File: src/hw/rtl/tasr_pkg.sv
// types and constants of the tensor axis sum reducer
`default_nettype none

package tasr_pkg;

  localparam int unsigned ValueW   = 32;
  localparam int unsigned SumW     = 48;
  localparam int unsigned IndexW   = 12;
  localparam int unsigned RankW    = 2;
  localparam int unsigned AxisW    = 3;
  localparam int unsigned DimW     = 11;
  localparam int unsigned CfgIdxW  = 3;
  localparam int unsigned CfgDataW = 11;

  // configuration register indexes
  typedef enum logic [CfgIdxW-1:0] {
    CFG_RANK       = 3'd0,
    CFG_AXIS       = 3'd1,
    CFG_DIM_FIRST  = 3'd2,
    CFG_DIM_SECOND = 3'd3,
    CFG_DIM_THIRD  = 3'd4
  } cfg_reg_e;

  // reduced axis after normalization
  typedef enum logic [1:0] {
    AX_FIRST  = 2'd0,
    AX_SECOND = 2'd1,
    AX_THIRD  = 2'd2
  } axis_sel_e;

  // per element flags handed from the position walker to the datapath
  typedef struct packed {
    logic first;
    logic done;
    logic last;
  } elem_info_t;

endpackage

`default_nettype wire

File: src/hw/rtl/tasr_walker.sv
// config registers, row-major position counters and accumulator address
`default_nettype none

module tasr_walker #(
  parameter int unsigned MAX_DIM = 1024,
  parameter int unsigned MAX_OUT = 4096
) (
  input  logic                          clk_i,
  input  logic                          rst_ni,
  input  logic                          cfg_we_i,
  input  logic [tasr_pkg::CfgIdxW-1:0]  cfg_index_i,
  input  logic [tasr_pkg::CfgDataW-1:0] cfg_data_i,
  input  logic                          step_i,
  output logic [$clog2(MAX_OUT)-1:0]    addr_o,
  output tasr_pkg::elem_info_t          info_o
);
  import tasr_pkg::*;

  localparam int unsigned DimCap = (MAX_DIM < 2047) ? MAX_DIM : 2047;
  localparam int unsigned PosW   = $clog2(DimCap);
  localparam int unsigned AddrW  = $clog2(MAX_OUT);
  localparam int unsigned ProdW  = PosW + DimW;
  localparam int unsigned IdxW   = (ProdW + 1 > AddrW) ? ProdW + 1 : AddrW;

  logic [RankW-1:0]        rank_q;
  logic signed [AxisW-1:0] axis_q;
  logic [DimW-1:0]         dim0_q, dim1_q, dim2_q;
  logic [PosW-1:0]         p0_q, p1_q, p2_q;
  logic [PosW-1:0]         p0_d, p1_d, p2_d;

  logic                    r3;
  logic [DimW-1:0]         d0, d1, d2;
  logic signed [AxisW:0]   ax_adj, rank_s;
  axis_sel_e               sel;
  logic [DimW-1:0]         e0, e1, e2, pa, da;
  logic [PosW-1:0]         mul_a, add_b;
  logic [DimW-1:0]         mul_b;
  logic [ProdW-1:0]        prod;
  logic [IdxW-1:0]         idx;
  logic [DimW:0]           inc0, inc1, inc2;
  logic                    wrap0, wrap1, wrap2;
  logic                    cfg_hit;

  function automatic logic [DimW-1:0] clamp_dim(input logic [DimW-1:0] d);
    if (d == '0) return DimW'(1);
    if (d > DimW'(DimCap)) return DimW'(DimCap);
    return d;
  endfunction

  always_comb begin
    r3     = (rank_q == 2'd3);
    d0     = clamp_dim(dim0_q);
    d1     = clamp_dim(dim1_q);
    d2     = r3 ? clamp_dim(dim2_q) : DimW'(1);
    rank_s = r3 ? 4'sd3 : 4'sd2;
    ax_adj = {axis_q[AxisW-1], axis_q} + (axis_q[AxisW-1] ? rank_s : 4'sd0);
    if (ax_adj < 4'sd0 || ax_adj >= rank_s) begin
      sel = r3 ? AX_THIRD : AX_SECOND;
    end else begin
      sel = axis_sel_e'(ax_adj[1:0]);
    end

    e0 = DimW'(p0_q);
    e1 = DimW'(p1_q);
    e2 = DimW'(p2_q);

    // rank two runs as rank three with a unit last dimension
    case (sel)
      AX_SECOND: begin
        pa = e1; da = d1; mul_a = p0_q; mul_b = d2; add_b = p2_q;
      end
      AX_THIRD: begin
        pa = e2; da = d2; mul_a = p0_q; mul_b = d1; add_b = p1_q;
      end
      default: begin
        pa = e0; da = d0; mul_a = p1_q; mul_b = d2; add_b = p2_q;
      end
    endcase

    prod   = ProdW'(mul_a) * ProdW'(mul_b);
    idx    = IdxW'(prod) + IdxW'(add_b);
    addr_o = idx[AddrW-1:0];

    info_o.first = (pa == '0);
    info_o.done  = (pa == da - DimW'(1));
    info_o.last  = (e0 == d0 - DimW'(1)) && (e1 == d1 - DimW'(1)) &&
                   (e2 == d2 - DimW'(1));

    inc0  = {1'b0, e0} + (DimW+1)'(1);
    inc1  = {1'b0, e1} + (DimW+1)'(1);
    inc2  = {1'b0, e2} + (DimW+1)'(1);
    wrap0 = !(inc0 < {1'b0, d0});
    wrap1 = !(inc1 < {1'b0, d1});
    wrap2 = !(inc2 < {1'b0, d2});

    p0_d = p0_q;
    p1_d = p1_q;
    p2_d = p2_q;
    if (step_i) begin
      if (!wrap2) begin
        p2_d = p2_q + PosW'(1);
      end else begin
        p2_d = '0;
        if (!wrap1) begin
          p1_d = p1_q + PosW'(1);
        end else begin
          p1_d = '0;
          p0_d = wrap0 ? '0 : p0_q + PosW'(1);
        end
      end
    end

    case (cfg_reg_e'(cfg_index_i))
      CFG_RANK, CFG_AXIS, CFG_DIM_FIRST, CFG_DIM_SECOND, CFG_DIM_THIRD: begin
        cfg_hit = cfg_we_i;
      end
      default: begin
        cfg_hit = 1'b0;
      end
    endcase
  end

  always_ff @(posedge clk_i or negedge rst_ni) begin
    if (!rst_ni) begin
      rank_q <= RankW'(2);
      axis_q <= '0;
      dim0_q <= DimW'(1);
      dim1_q <= DimW'(1);
      dim2_q <= DimW'(1);
      p0_q   <= '0;
      p1_q   <= '0;
      p2_q   <= '0;
    end else begin
      if (cfg_we_i) begin
        case (cfg_reg_e'(cfg_index_i))
          CFG_RANK:       rank_q <= cfg_data_i[RankW-1:0];
          CFG_AXIS:       axis_q <= cfg_data_i[AxisW-1:0];
          CFG_DIM_FIRST:  dim0_q <= cfg_data_i[DimW-1:0];
          CFG_DIM_SECOND: dim1_q <= cfg_data_i[DimW-1:0];
          CFG_DIM_THIRD:  dim2_q <= cfg_data_i[DimW-1:0];
          default: ;
        endcase
      end
      if (cfg_hit) begin
        p0_q <= '0;
        p1_q <= '0;
        p2_q <= '0;
      end else begin
        p0_q <= p0_d;
        p1_q <= p1_d;
        p2_q <= p2_d;
      end
    end
  end

endmodule

`default_nettype wire

File: config.mk
export PLATFORM = sky130hd
export DESIGN_NAME = tasr_walker
export DESIGN_NICKNAME = d
export VERILOG_FILES = /design/src/hw/rtl/tasr_pkg.sv /design/src/hw/rtl/tasr_walker.sv
export SDC_FILE = /design/constraint.sdc
export NUM_CORES = 1
export LEC_CHECK = 0
export BUFFER_PORTS_ARGS = -buffer_cell sky130_fd_sc_hd__buf_4
export CORE_ASPECT_RATIO = 0.75
export CORE_MARGIN = 10
export CORE_UTILIZATION = 40
export CTS_CLUSTER_DIAMETER = 150
export DETAILED_ROUTE_END_ITERATION = 16
export SYNTH_ARGS = -nofsm -noshare
export SYNTH_HDL_FRONTEND = slang
export SYNTH_SLANG_ARGS = --single-unit
File: constraint.sdc
create_clock -name clk_i -period 9.9 [get_ports clk_i]
set_input_delay 0 -clock clk_i [delete_from_list [all_inputs] [get_ports clk_i]]
set_output_delay 0 -clock clk_i [all_outputs]
set_load 0.02 [all_outputs]
Word level (Yosys, flattened, before mapping). Index checks and enable logic that the tools add are counted. W data, S select, Z words.

Register bits: 68. Bits of input ports: 18. Output and inout port bits: 15. Word-level logic and storage cells: 104.

$add $sub $neg: 12. Multipliers: 1. $lt $le $gt $ge: 8. Equality and inequality tests: 13. Multiplexer cells: 44. Reduce and logical (&&, ||, !) cells: 18.

Operators by type and width (count): $mux W11 (14); $mux W10 (14); $logic_not A11 Y1 (4); $sub A11 B1 Y11 const B (4); $add A10 B1 Y11 const B (3); $eq A10 B11 Y1 (3); $gt A11 B11 Y1 const B (3); $lt A11 B11 Y1 (3); $add A10 B1 Y10 const B (3); $pmux W11 S2 (1); $pmux W10 S2 (1); $add A12 B10 Y12 (1); $mul A10 B11 Y12 (1); $reduce_and A2 Y1 (6); $eq A11 B11 Y1 (1); $mux W1 (11); $eq A3 B2 Y1 const B (2); $mux W2 (3); $reduce_or A5 Y1 (1); $add A3 B3 Y4 (1); $eq A2 B2 Y1 const B (2); $ge A4 B3 Y1 (1); $lt A4 B1 Y1 const B (1); $ne A2 B2 Y1 const B (2); 9 further kinds (10).

Logic depth before layout (Yosys ltp). Gate-level depths: netlist (run 1).

Depth in word-level cells: 12. Depth in mapped cells: 37. Depth with buffers taken out: 32.

Worst setup path before layout (run 1). Ideal clock, no wire load.

Path type: register -> output. Start point: register rank_q[0]. End point: output port addr_o[10]. Arrival time: 7.404 ns. Data required time: 9.900 ns. Slack: 2.496 ns. Cell stages (with the launch flop): 32. Buffers on the path: 6. Cell sequence: dfrtp_1 buf_6 and3_2 ha_1 fa_1 nor2_1 a21oi_1 a21o_1 o21ai_0 ha_1 buf_2 buf_2 clkbuf_1 clkbuf_1 buf_1 a31o_2 nand2_1 fa_1 inv_1 fa_1 ha_1 fa_1 inv_1 fa_1 inv_1 ha_1 a21boi_0 o21a_1 o21ai_0 nand2b_1 a21oi_1 xnor2_1.

Word-level cells in the longest chain between the ends: 12. Elaborated cells on any way between the ends: 18. Those cells by class: 2 x add/sub; 1 x mul; 2 x order compare; 3 x eq/ne; 8 x mux; 2 x reduce/logical.

Ends and longest elaborated chain: from (decl) (line tasr_walker.sv:25) `logic [RankW-1:0] rank_q;`; from (signal assigned) (line tasr_walker.sv:125) `rank_q <= RankW'(2);`; from (signal assigned) (line tasr_walker.sv:136) `CFG_RANK: rank_q <= cfg_data_i[RankW-1:0];`; $eq A2 B2 Y1 * (line tasr_walker.sv:51) `r3 = (rank_q == 2'd3);`; $mux W1 (line tasr_walker.sv:55) `rank_s = r3 ? 4'sd3 : 4'sd2;`; $mux W2 (line tasr_walker.sv:56) `ax_adj = {axis_q[AxisW-1], axis_q} + (axis_q[AxisW-1] ? rank_s : 4'sd0);`; $add A3 B3 Y4 (line tasr_walker.sv:56); $lt A4 B1 Y1 / $ge A4 B3 Y1 (equally long branches) (line tasr_walker.sv:57) `if (ax_adj < 4'sd0 || ax_adj >= rank_s) begin`; $logic_or A1 B1 Y1 (line tasr_walker.sv:57); $mux W2 (line tasr_walker.sv:57); $eq A2 B2 Y1 / $eq A2 B1 Y1 (equally long branches) (line tasr_walker.sv:68) `case (sel)`; $reduce_or A2 Y1 (no source line); $mux W10 (line tasr_walker.sv:68); $mul A10 B11 Y12 (line tasr_walker.sv:80) `prod = ProdW'(mul_a) * ProdW'(mul_b);`; $add A12 B10 Y12 * (line tasr_walker.sv:81) `idx = IdxW'(prod) + IdxW'(add_b);`; to (decl) (line tasr_walker.sv:14) `output logic [$clog2(MAX_OUT)-1:0] addr_o,`.

Every way passes the cells marked *; elsewhere a longest branch is shown, timed or not.

Final worst setup path (run 1).
Start point: register rank_q[0]. End point: output port addr_o[11].

The elaborated chain is that of the path after synthesis.

==> impl_metrics.env, run 1 <==
export IMPL_grt_overflow=0
export IMPL_drive_above_1_share=0.114
export IMPL_timing_hold_ws_ns=0.0219
export IMPL_synth_fp_nets=1254
export IMPL_syn_inst=1111
export IMPL_mostFrequentLayoutCell="nand2_1"
export IMPL_via_count=8032
export IMPL_clk_path_buf_depth=2
export IMPL_coreArea_um2=22200
export IMPL_r2r_setup_slack_ns=6.19
export IMPL_worst_pin_slew_ns=1.08
export IMPL_grt_max_degree=69
export IMPL_hpwl_um=21600
export IMPL_htree_levels=3
export IMPL_first_pass_iters=7
export IMPL_clock_fmax_ghz=0.126
export IMPL_clk_latency_ns=0.35
export IMPL_grtUsageTotal=0.188
export IMPL_grt_pass1_wl_um=44000
export IMPL_initial_core_util=0.409
export IMPL_final_nets=1254
export IMPL_p_total_mw=2.02
export IMPL_status="finished clean"
export IMPL_yosys_warnings=0
export IMPL_die_area_um2=29200
export IMPL_die_y_um=151
export IMPL_fillers=2225
export IMPL_ioPinCount=33
export IMPL_maxSlewViolCount=0
export IMPL_drt_total_wl_um=27600
export IMPL_ys_ff_latch=68
export IMPL_ant_nets=0
export IMPL_slew_headroom=0.279
export IMPL_netlist_area_um2=9080
export IMPL_ys_flop_type="dfrtp_1"
export IMPL_fin_worst_skew_ns=0.00976
export IMPL_tns_ns=0
export IMPL_seq_area_um2=1710
export IMPL_worstPathMaxFanout=24
export IMPL_cts_sinks=68
export IMPL_ir_drop_uv=98.4
export IMPL_drt_iter0_drc=1009
export IMPL_synth_seq_area_share=0.188
export IMPL_cts_resized_gates=0
export IMPL_route_detailed_drc=0
export IMPL_avgSynthCellArea_um2=8.18
export IMPL_grt_pass1_vias=7503
export IMPL_post_drt_wl_per_cell_um=19.6
export IMPL_rows=47
export IMPL_arrival_ns=7.93
export IMPL_ys_types=79
export IMPL_crit_required_ns=9.90
export IMPL_antenna_found_initial=1
export IMPL_numCtsBuffers=9
export IMPL_area_growth_pct=9.17
export IMPL_grt_setup_unrepaired="false"
export IMPL_maxCapViolCount=0
export IMPL_numPortBuffers=32
export IMPL_vias_per_cell=5.69
export IMPL_cts_root_buf="clkbuf_16"
export IMPL_power_density_nw_per_um2=204
export IMPL_hold_viol=0
export IMPL_cts_tree="done"
export IMPL_critical_path_class="reg -> out"
export IMPL_async_reset_ff_frac=1.00
export IMPL_multi_input_area_um2=6700
export IMPL_critPathLaunchType="flip-flop"
export IMPL_leakage_nw=4.28
export IMPL_fin_crit_sh=0.801
export IMPL_synth_edff_count=0
export IMPL_place_gp_congestion=0.958
export IMPL_mostFrequentLayoutCells="nand2_1 (133), inv_1 (106), nor2_1 (77)"
export IMPL_clkTransAtPathRegs_ns=0.06
export IMPL_min_path_type="in -> reg"
export IMPL_setup_viol_count_final=0
export IMPL_cp_end_kind="primary output"
export IMPL_die_x_um=194
export IMPL_finalCriticalPeriod_ns=7.93
-- per-layer routing --
metal	vias to the layer above	GRT usage	share of wire
met5	-	0	0.00040
met4	2	0.0357	0.011
met3	31	0.0384	0.094
met2	336	0.259	0.41
met1	3852	0.291	0.49
li1	3811	-	-
-- critical path, stage by stage, from the launching register on --
cell and delay [ns]:
dfrtp_1 0.46, and3_2 0.25, ha_1 0.21, fa_1 0.39, nor2_1 0.10, a21oi_1 0.10, a21o_1 0.17, o21ai_0 0.27
ha_2 0.60, buf_4 0.39, mux2i_1 0.55, nand2_1 0.15, fa_1 0.52, fa_1 0.53, fa_1 0.45, fa_1 0.53
fa_1 0.54, inv_1 0.04, ha_1 0.33, a21oi_1 0.15, o21ai_0 0.14, a21o_1 0.21, a21oi_1 0.18, xnor2_1 0.14
buf_4 0.16
-- through the flow --
step           utilization  cell area, µm²  cells  worst slack, ns
3_3_place_gp         0.427            9480   1382             2.53
5_1_grt              0.446            9920   1410             1.43
3_5_place_dp         0.427            9480   1382             2.35
6_report             0.446            9920   1411             1.97
2_1_floorplan            -            9080   1111             2.50
4_1_cts              0.446            9920   1410             1.96
-- report_power, final --
part | internal [mW] | leakage [nW] | switching [mW]
registers | 0.331 | 0.862 | 0.137
clock network | 0.204 | 0.149 | 0.139
logic | 0.489 | 3.27 | 0.719
-- repair_timing --
action                                 in CTS  in global routing
endpoints found under the hold margin     102                  0
buffers inserted                            0                  0
hold buffers                               12                  0
-- flip-flops by register name, summed over array words and instances (netlist names) --
| register | count |
|---|---|
| axis_q | 3 |
| dim0_q | 11 |
| dim1_q | 11 |
| dim2_q | 11 |
| p0_q | 10 |
| p1_q | 10 |
| p2_q | 10 |
| rank_q | 2 |
-- cells by family after synthesis --
group,synth area share
xor+xnor,0.0848
flops,0.188
simple gates,0.202
compound gates,0.149
mux,0.0884
buf+inv,0.0755
fa+ha+maj,0.212
-- Yosys cell counts (4+ instances only) --
library cell / count / area (µm²)
nand2_1: 133 / 499
inv_1: 106 / 398
ha_1: 77 / 963
nor2_1: 77 / 289
o21ai_0: 68 / 340
dfrtp_1: 64 / 1600
xnor2_1: 53 / 464
mux2_2: 50 / 563
fa_1: 48 / 961
clkbuf_1: 43 / 161
a21oi_1: 42 / 210
xor2_1: 35 / 307
nand3_1: 34 / 170
nor2b_1: 25 / 156
mux2i_1: 24 / 240
a22oi_1: 16 / 120
nor3_1: 16 / 80.1
o21a_1: 16 / 120
and3_1: 14 / 87.6
nand2b_1: 14 / 87.6
buf_2: 13 / 65.1
o31ai_1: 10 / 75.1
and2_1: 8 / 50.1
nor4_1: 7 / 43.8
a21o_1: 6 / 45.0
nand4_1: 6 / 37.5
nor3b_1: 6 / 45.0
a31oi_1: 5 / 31.3
o22ai_1: 5 / 31.3
dfstp_2: 4 / 105
nand4b_1: 4 / 35.0
or3_1: 4 / 25.0
or4_1: 4 / 30.0
-- final cells by class --
| type | count | share of cell area |
|---|---|---|
| Multi-Input combinational cell | 872 | 0.676 |
| Sequential cell | 68 | 0.172 |
| Timing Repair Buffer | 53 | 0.0431 |
| Inverter | 107 | 0.0405 |
| Tap cell | 294 | 0.0371 |
| Clock buffer | 10 | 0.0241 |
| Clock inverter | 6 | 0.00732 |
| Antenna cell | 1 | 0.000252 |
-- final timing paths --
check	cells after the start	start	end
worst max-delay path	24	rank_q[0]	addr_o[11]
worst max register to register	14	dim1_q[3]	p1_q[1]
worst min register to register	1	axis_q[0]	axis_q[0]
min in group asynchronous	2	rst_ni	p2_q[6]
max in group asynchronous	2	rst_ni	dim0_q[2]
worst min-delay path	4	cfg_index_i[1]	axis_q[1]
Note: power is estimated with default switching activity, not from simulation.
==> inputs of run 2 (changes only) <==
--- a/config.mk
+++ b/config.mk
@@ -5,6 +5,7 @@
 export SDC_FILE = /design/constraint.sdc
 export NUM_CORES = 1
 export LEC_CHECK = 0
+export ABC_AREA = 1
 export BUFFER_PORTS_ARGS = -buffer_cell sky130_fd_sc_hd__buf_4
 export CORE_ASPECT_RATIO = 0.75
 export CORE_MARGIN = 10
==> constraint.sdc (replaced) <==
create_clock -name clk_i -period 7.6 [get_ports clk_i]
set_input_delay 0 -clock clk_i [delete_from_list [all_inputs] [get_ports clk_i]]
set_output_delay 0 -clock clk_i [all_outputs]
set_load 0.02 [all_outputs]
==> run 2 against run 1 <==
Against the previous run: synthesized cell count up 24%; clock power up 32%; wire length up 11%; setup slack worse by 1.7 ns.
==> impl_metrics.env, run 2 <==
export IMPL_status="finished clean"
export IMPL_reg_top3="dim0_q: 11 flops, dim1_q: 11 flops, dim2_q: 11 flops"
export IMPL_crit_required_ns=7.60
export IMPL_avgSynthCellArea_um2=6.59
export IMPL_fin_crit_sh=0.964
export IMPL_via_count=9152
export IMPL_htree_levels=3
export IMPL_min_path_type="in -> reg"
export IMPL_cts_sinks=68
export IMPL_ant_nets=0
export IMPL_ys_ff_latch=68
export IMPL_place_area_um2=9710
export IMPL_grt_max_degree=69
export IMPL_synth_most_common_cell="nand2_1"
export IMPL_ys_types=44
export IMPL_hold_viol=0
export IMPL_synth_edff_count=0
export IMPL_cts_root_buf="clkbuf_16"
export IMPL_final_nets=1572
export IMPL_drt_total_wl_um=30700
export IMPL_ys_flop_type="dfrtp_1"
export IMPL_fin_ws_ns=0.274
export IMPL_synth_seq_area_share=0.187
export IMPL_vias_per_cell=5.30
export IMPL_synth_common_cells="nand2_1 (353), inv_1 (238), nor2_1 (130)"
export IMPL_power_density_nw_per_um2=398
export IMPL_clk_path_buf_depth=2
export IMPL_area_growth_pct=13.2
export IMPL_syn_inst=1382
export IMPL_grt_pass1_vias=8460
export IMPL_ir_drop_uv=291
export IMPL_worstPathMaxFanout=5
export IMPL_die_x_um=194
export IMPL_synth_area_leaders="dfrtp_1 (18%), nand2_1 (15%), ha_1 (11%), fa_1 (11%), inv_1 (9.8%)"
export IMPL_drt_iter0_drc=1020
export IMPL_mostFrequentLayoutCells="nand2_1 (349), inv_1 (234), nor2_1 (129)"
export IMPL_maxSlewViolCount=0
export IMPL_mostFrequentLayoutCell="nand2_1"
export IMPL_async_reset_ff_frac=1.00
export IMPL_critical_path_slowest_cell="fa_1"
export IMPL_fillers=2342
export IMPL_first_pass_iters=5
export IMPL_final_cells=1728
export IMPL_slew_headroom=0.183
export IMPL_die_area_um2=29300
export IMPL_grtUsageTotal=0.207
export IMPL_synth_top_area_cell="dfrtp_1"
export IMPL_preCtsSetupSlack_ns=0.337
export IMPL_grt_overflow=0
export IMPL_setup_viol_count_final=0
export IMPL_synth_top_area_frac=0.176
export IMPL_numCtsBuffers=9
export IMPL_clkTransAtPathRegs_ns=0.07
export IMPL_rows=47
export IMPL_fin_worst_skew_ns=0.00654
export IMPL_antenna_found_initial=0
export IMPL_worst_pin_slew_ns=1.22
export IMPL_finalCriticalPeriod_ns=7.33
export IMPL_route_detailed_drc=0
export IMPL_hpwl_um=24600
export IMPL_diodes=0
export IMPL_synth_fp_nets=1525
export IMPL_clk_latency_ns=0.35
export IMPL_maxCapViolCount=0
export IMPL_netlist_area_um2=9110
export IMPL_yosys_warnings=0
export IMPL_crit_top_cell="nand2_1"
export IMPL_arrival_ns=7.33
export IMPL_tns_ns=0
export IMPL_dp_cells=1692
export IMPL_critical_path_class="reg -> out"
export IMPL_grt_pass1_wl_um=48200
export IMPL_ioPinCount=33
export IMPL_post_drt_wl_per_cell_um=17.8
export IMPL_critPathLaunchType="flip-flop"
export IMPL_final_design_area_no_fill_um2=10300
export IMPL_numPortBuffers=32
export IMPL_cp_end_kind="primary output"
export IMPL_die_y_um=151
export IMPL_drive_above_1_share=0.0879
export IMPL_leakage_nw=5.24
export IMPL_coreArea_um2=22200
export IMPL_slowest_delay_ns=0.55
export IMPL_place_gp_congestion=0.980
export IMPL_clock_fmax_ghz=0.137
export IMPL_cts_tree="done"
export IMPL_initial_core_util=0.410
## run 2: cell types whose count changed after synthesis, moves of 20 or more
cell,before,now
nor2b_1,25,0
clkbuf_1,43,23
o21ai_0,68,116
inv_1,106,238
xnor2_1,53,8
mux2_2,50,0
mux2i_1,24,0
nand3_1,34,111
nor2_1,77,130
nand2_1,133,353
## run 2: logic make-up after synthesis
family / after synthesis / share of synthesized area
AO/OA/AOI/OAI: 199 / 0.125
flip-flops: 68 / 0.187
buffers and inverters: 278 / 0.118
adder cells (fa/ha/maj): 125 / 0.211
AND/OR/NAND/NOR: 654 / 0.302
XOR/XNOR: 58 / 0.0573
## run 2: critical path, delay by kind of cell, from the launching register on
kind / cells / cell delay [ns]
and+or+nand+nor: 12 / 1.03
buffers and inverters: 9 / 1.10
adders and majority gates: 9 / 3.64
DFF: 1 / 0.53
AOI/OAI and AO/OA: 4 / 0.65
## run 2: worst paths after layout
check                      cells after the start  slack [ns]          start          to
setup / recovery                              34        0.27      rank_q[1]  addr_o[11]
hold / removal                                 3        0.01  cfg_data_i[6]   dim1_q[6]
setup reg to reg                              15        3.42      dim2_q[3]     p1_q[7]
hold reg to reg                                1        0.50      rank_q[0]   rank_q[0]
max in group asynchronous                      2        6.62         rst_ni   axis_q[2]
min in group asynchronous                      2        0.34         rst_ni     p2_q[7]
## run 2: cell type report
cell class                      instances  area, µm²  share of cell area
Tap cell                              294        368              0.0357
Clock buffer                            9        225              0.0218
Multi-Input combinational cell       1036       6420               0.622
Clock inverter                          7       83.8             0.00813
Sequential cell                        68       1710               0.166
Timing Repair inverter                  1       7.51            0.000728
Inverter                              241        911              0.0883
Timing Repair Buffer                   72        598              0.0580
## run 2: routing by layer
metal  part of all wire  vias up  GRT usage
met5                  0        -          0
met3               0.10       14     0.0567
met4             0.0060        0     0.0226
met2               0.39      346      0.289
li1                   -     4495          -
met1               0.50     4297      0.314
## run 2: report_power, final
group | leakage, nW | switching, mW | internal [mW] | total [mW]
logic | 4.22 | 2.06 | 1.05 | 3.11
registers | 0.868 | 0.112 | 0.433 | 0.545
clock network | 0.149 | 0.193 | 0.260 | 0.454
total | 5.24 | 2.36 | 1.75 | 4.11
## run 2: what timing repair did
item	CTS	global route
hold buffers	6	0
cloned	0	2
setup buffers	0	12
gates resized for setup	6	31
pin swaps	0	3
endpoints found under the setup margin	1	3
hold endpoints to repair	72	0
## run 2: through the flow
step	util	total power [mW]	hold slack, ns
final	0.464	4.11	0.0112
after global routing	0.464	4.51	0.0337
after CTS	0.454	3.93	0.00613
after detailed placement	0.437	3.45	0.202
after global placement	0.437	3.43	0.189
after floorplan	-	2.56	-0.296
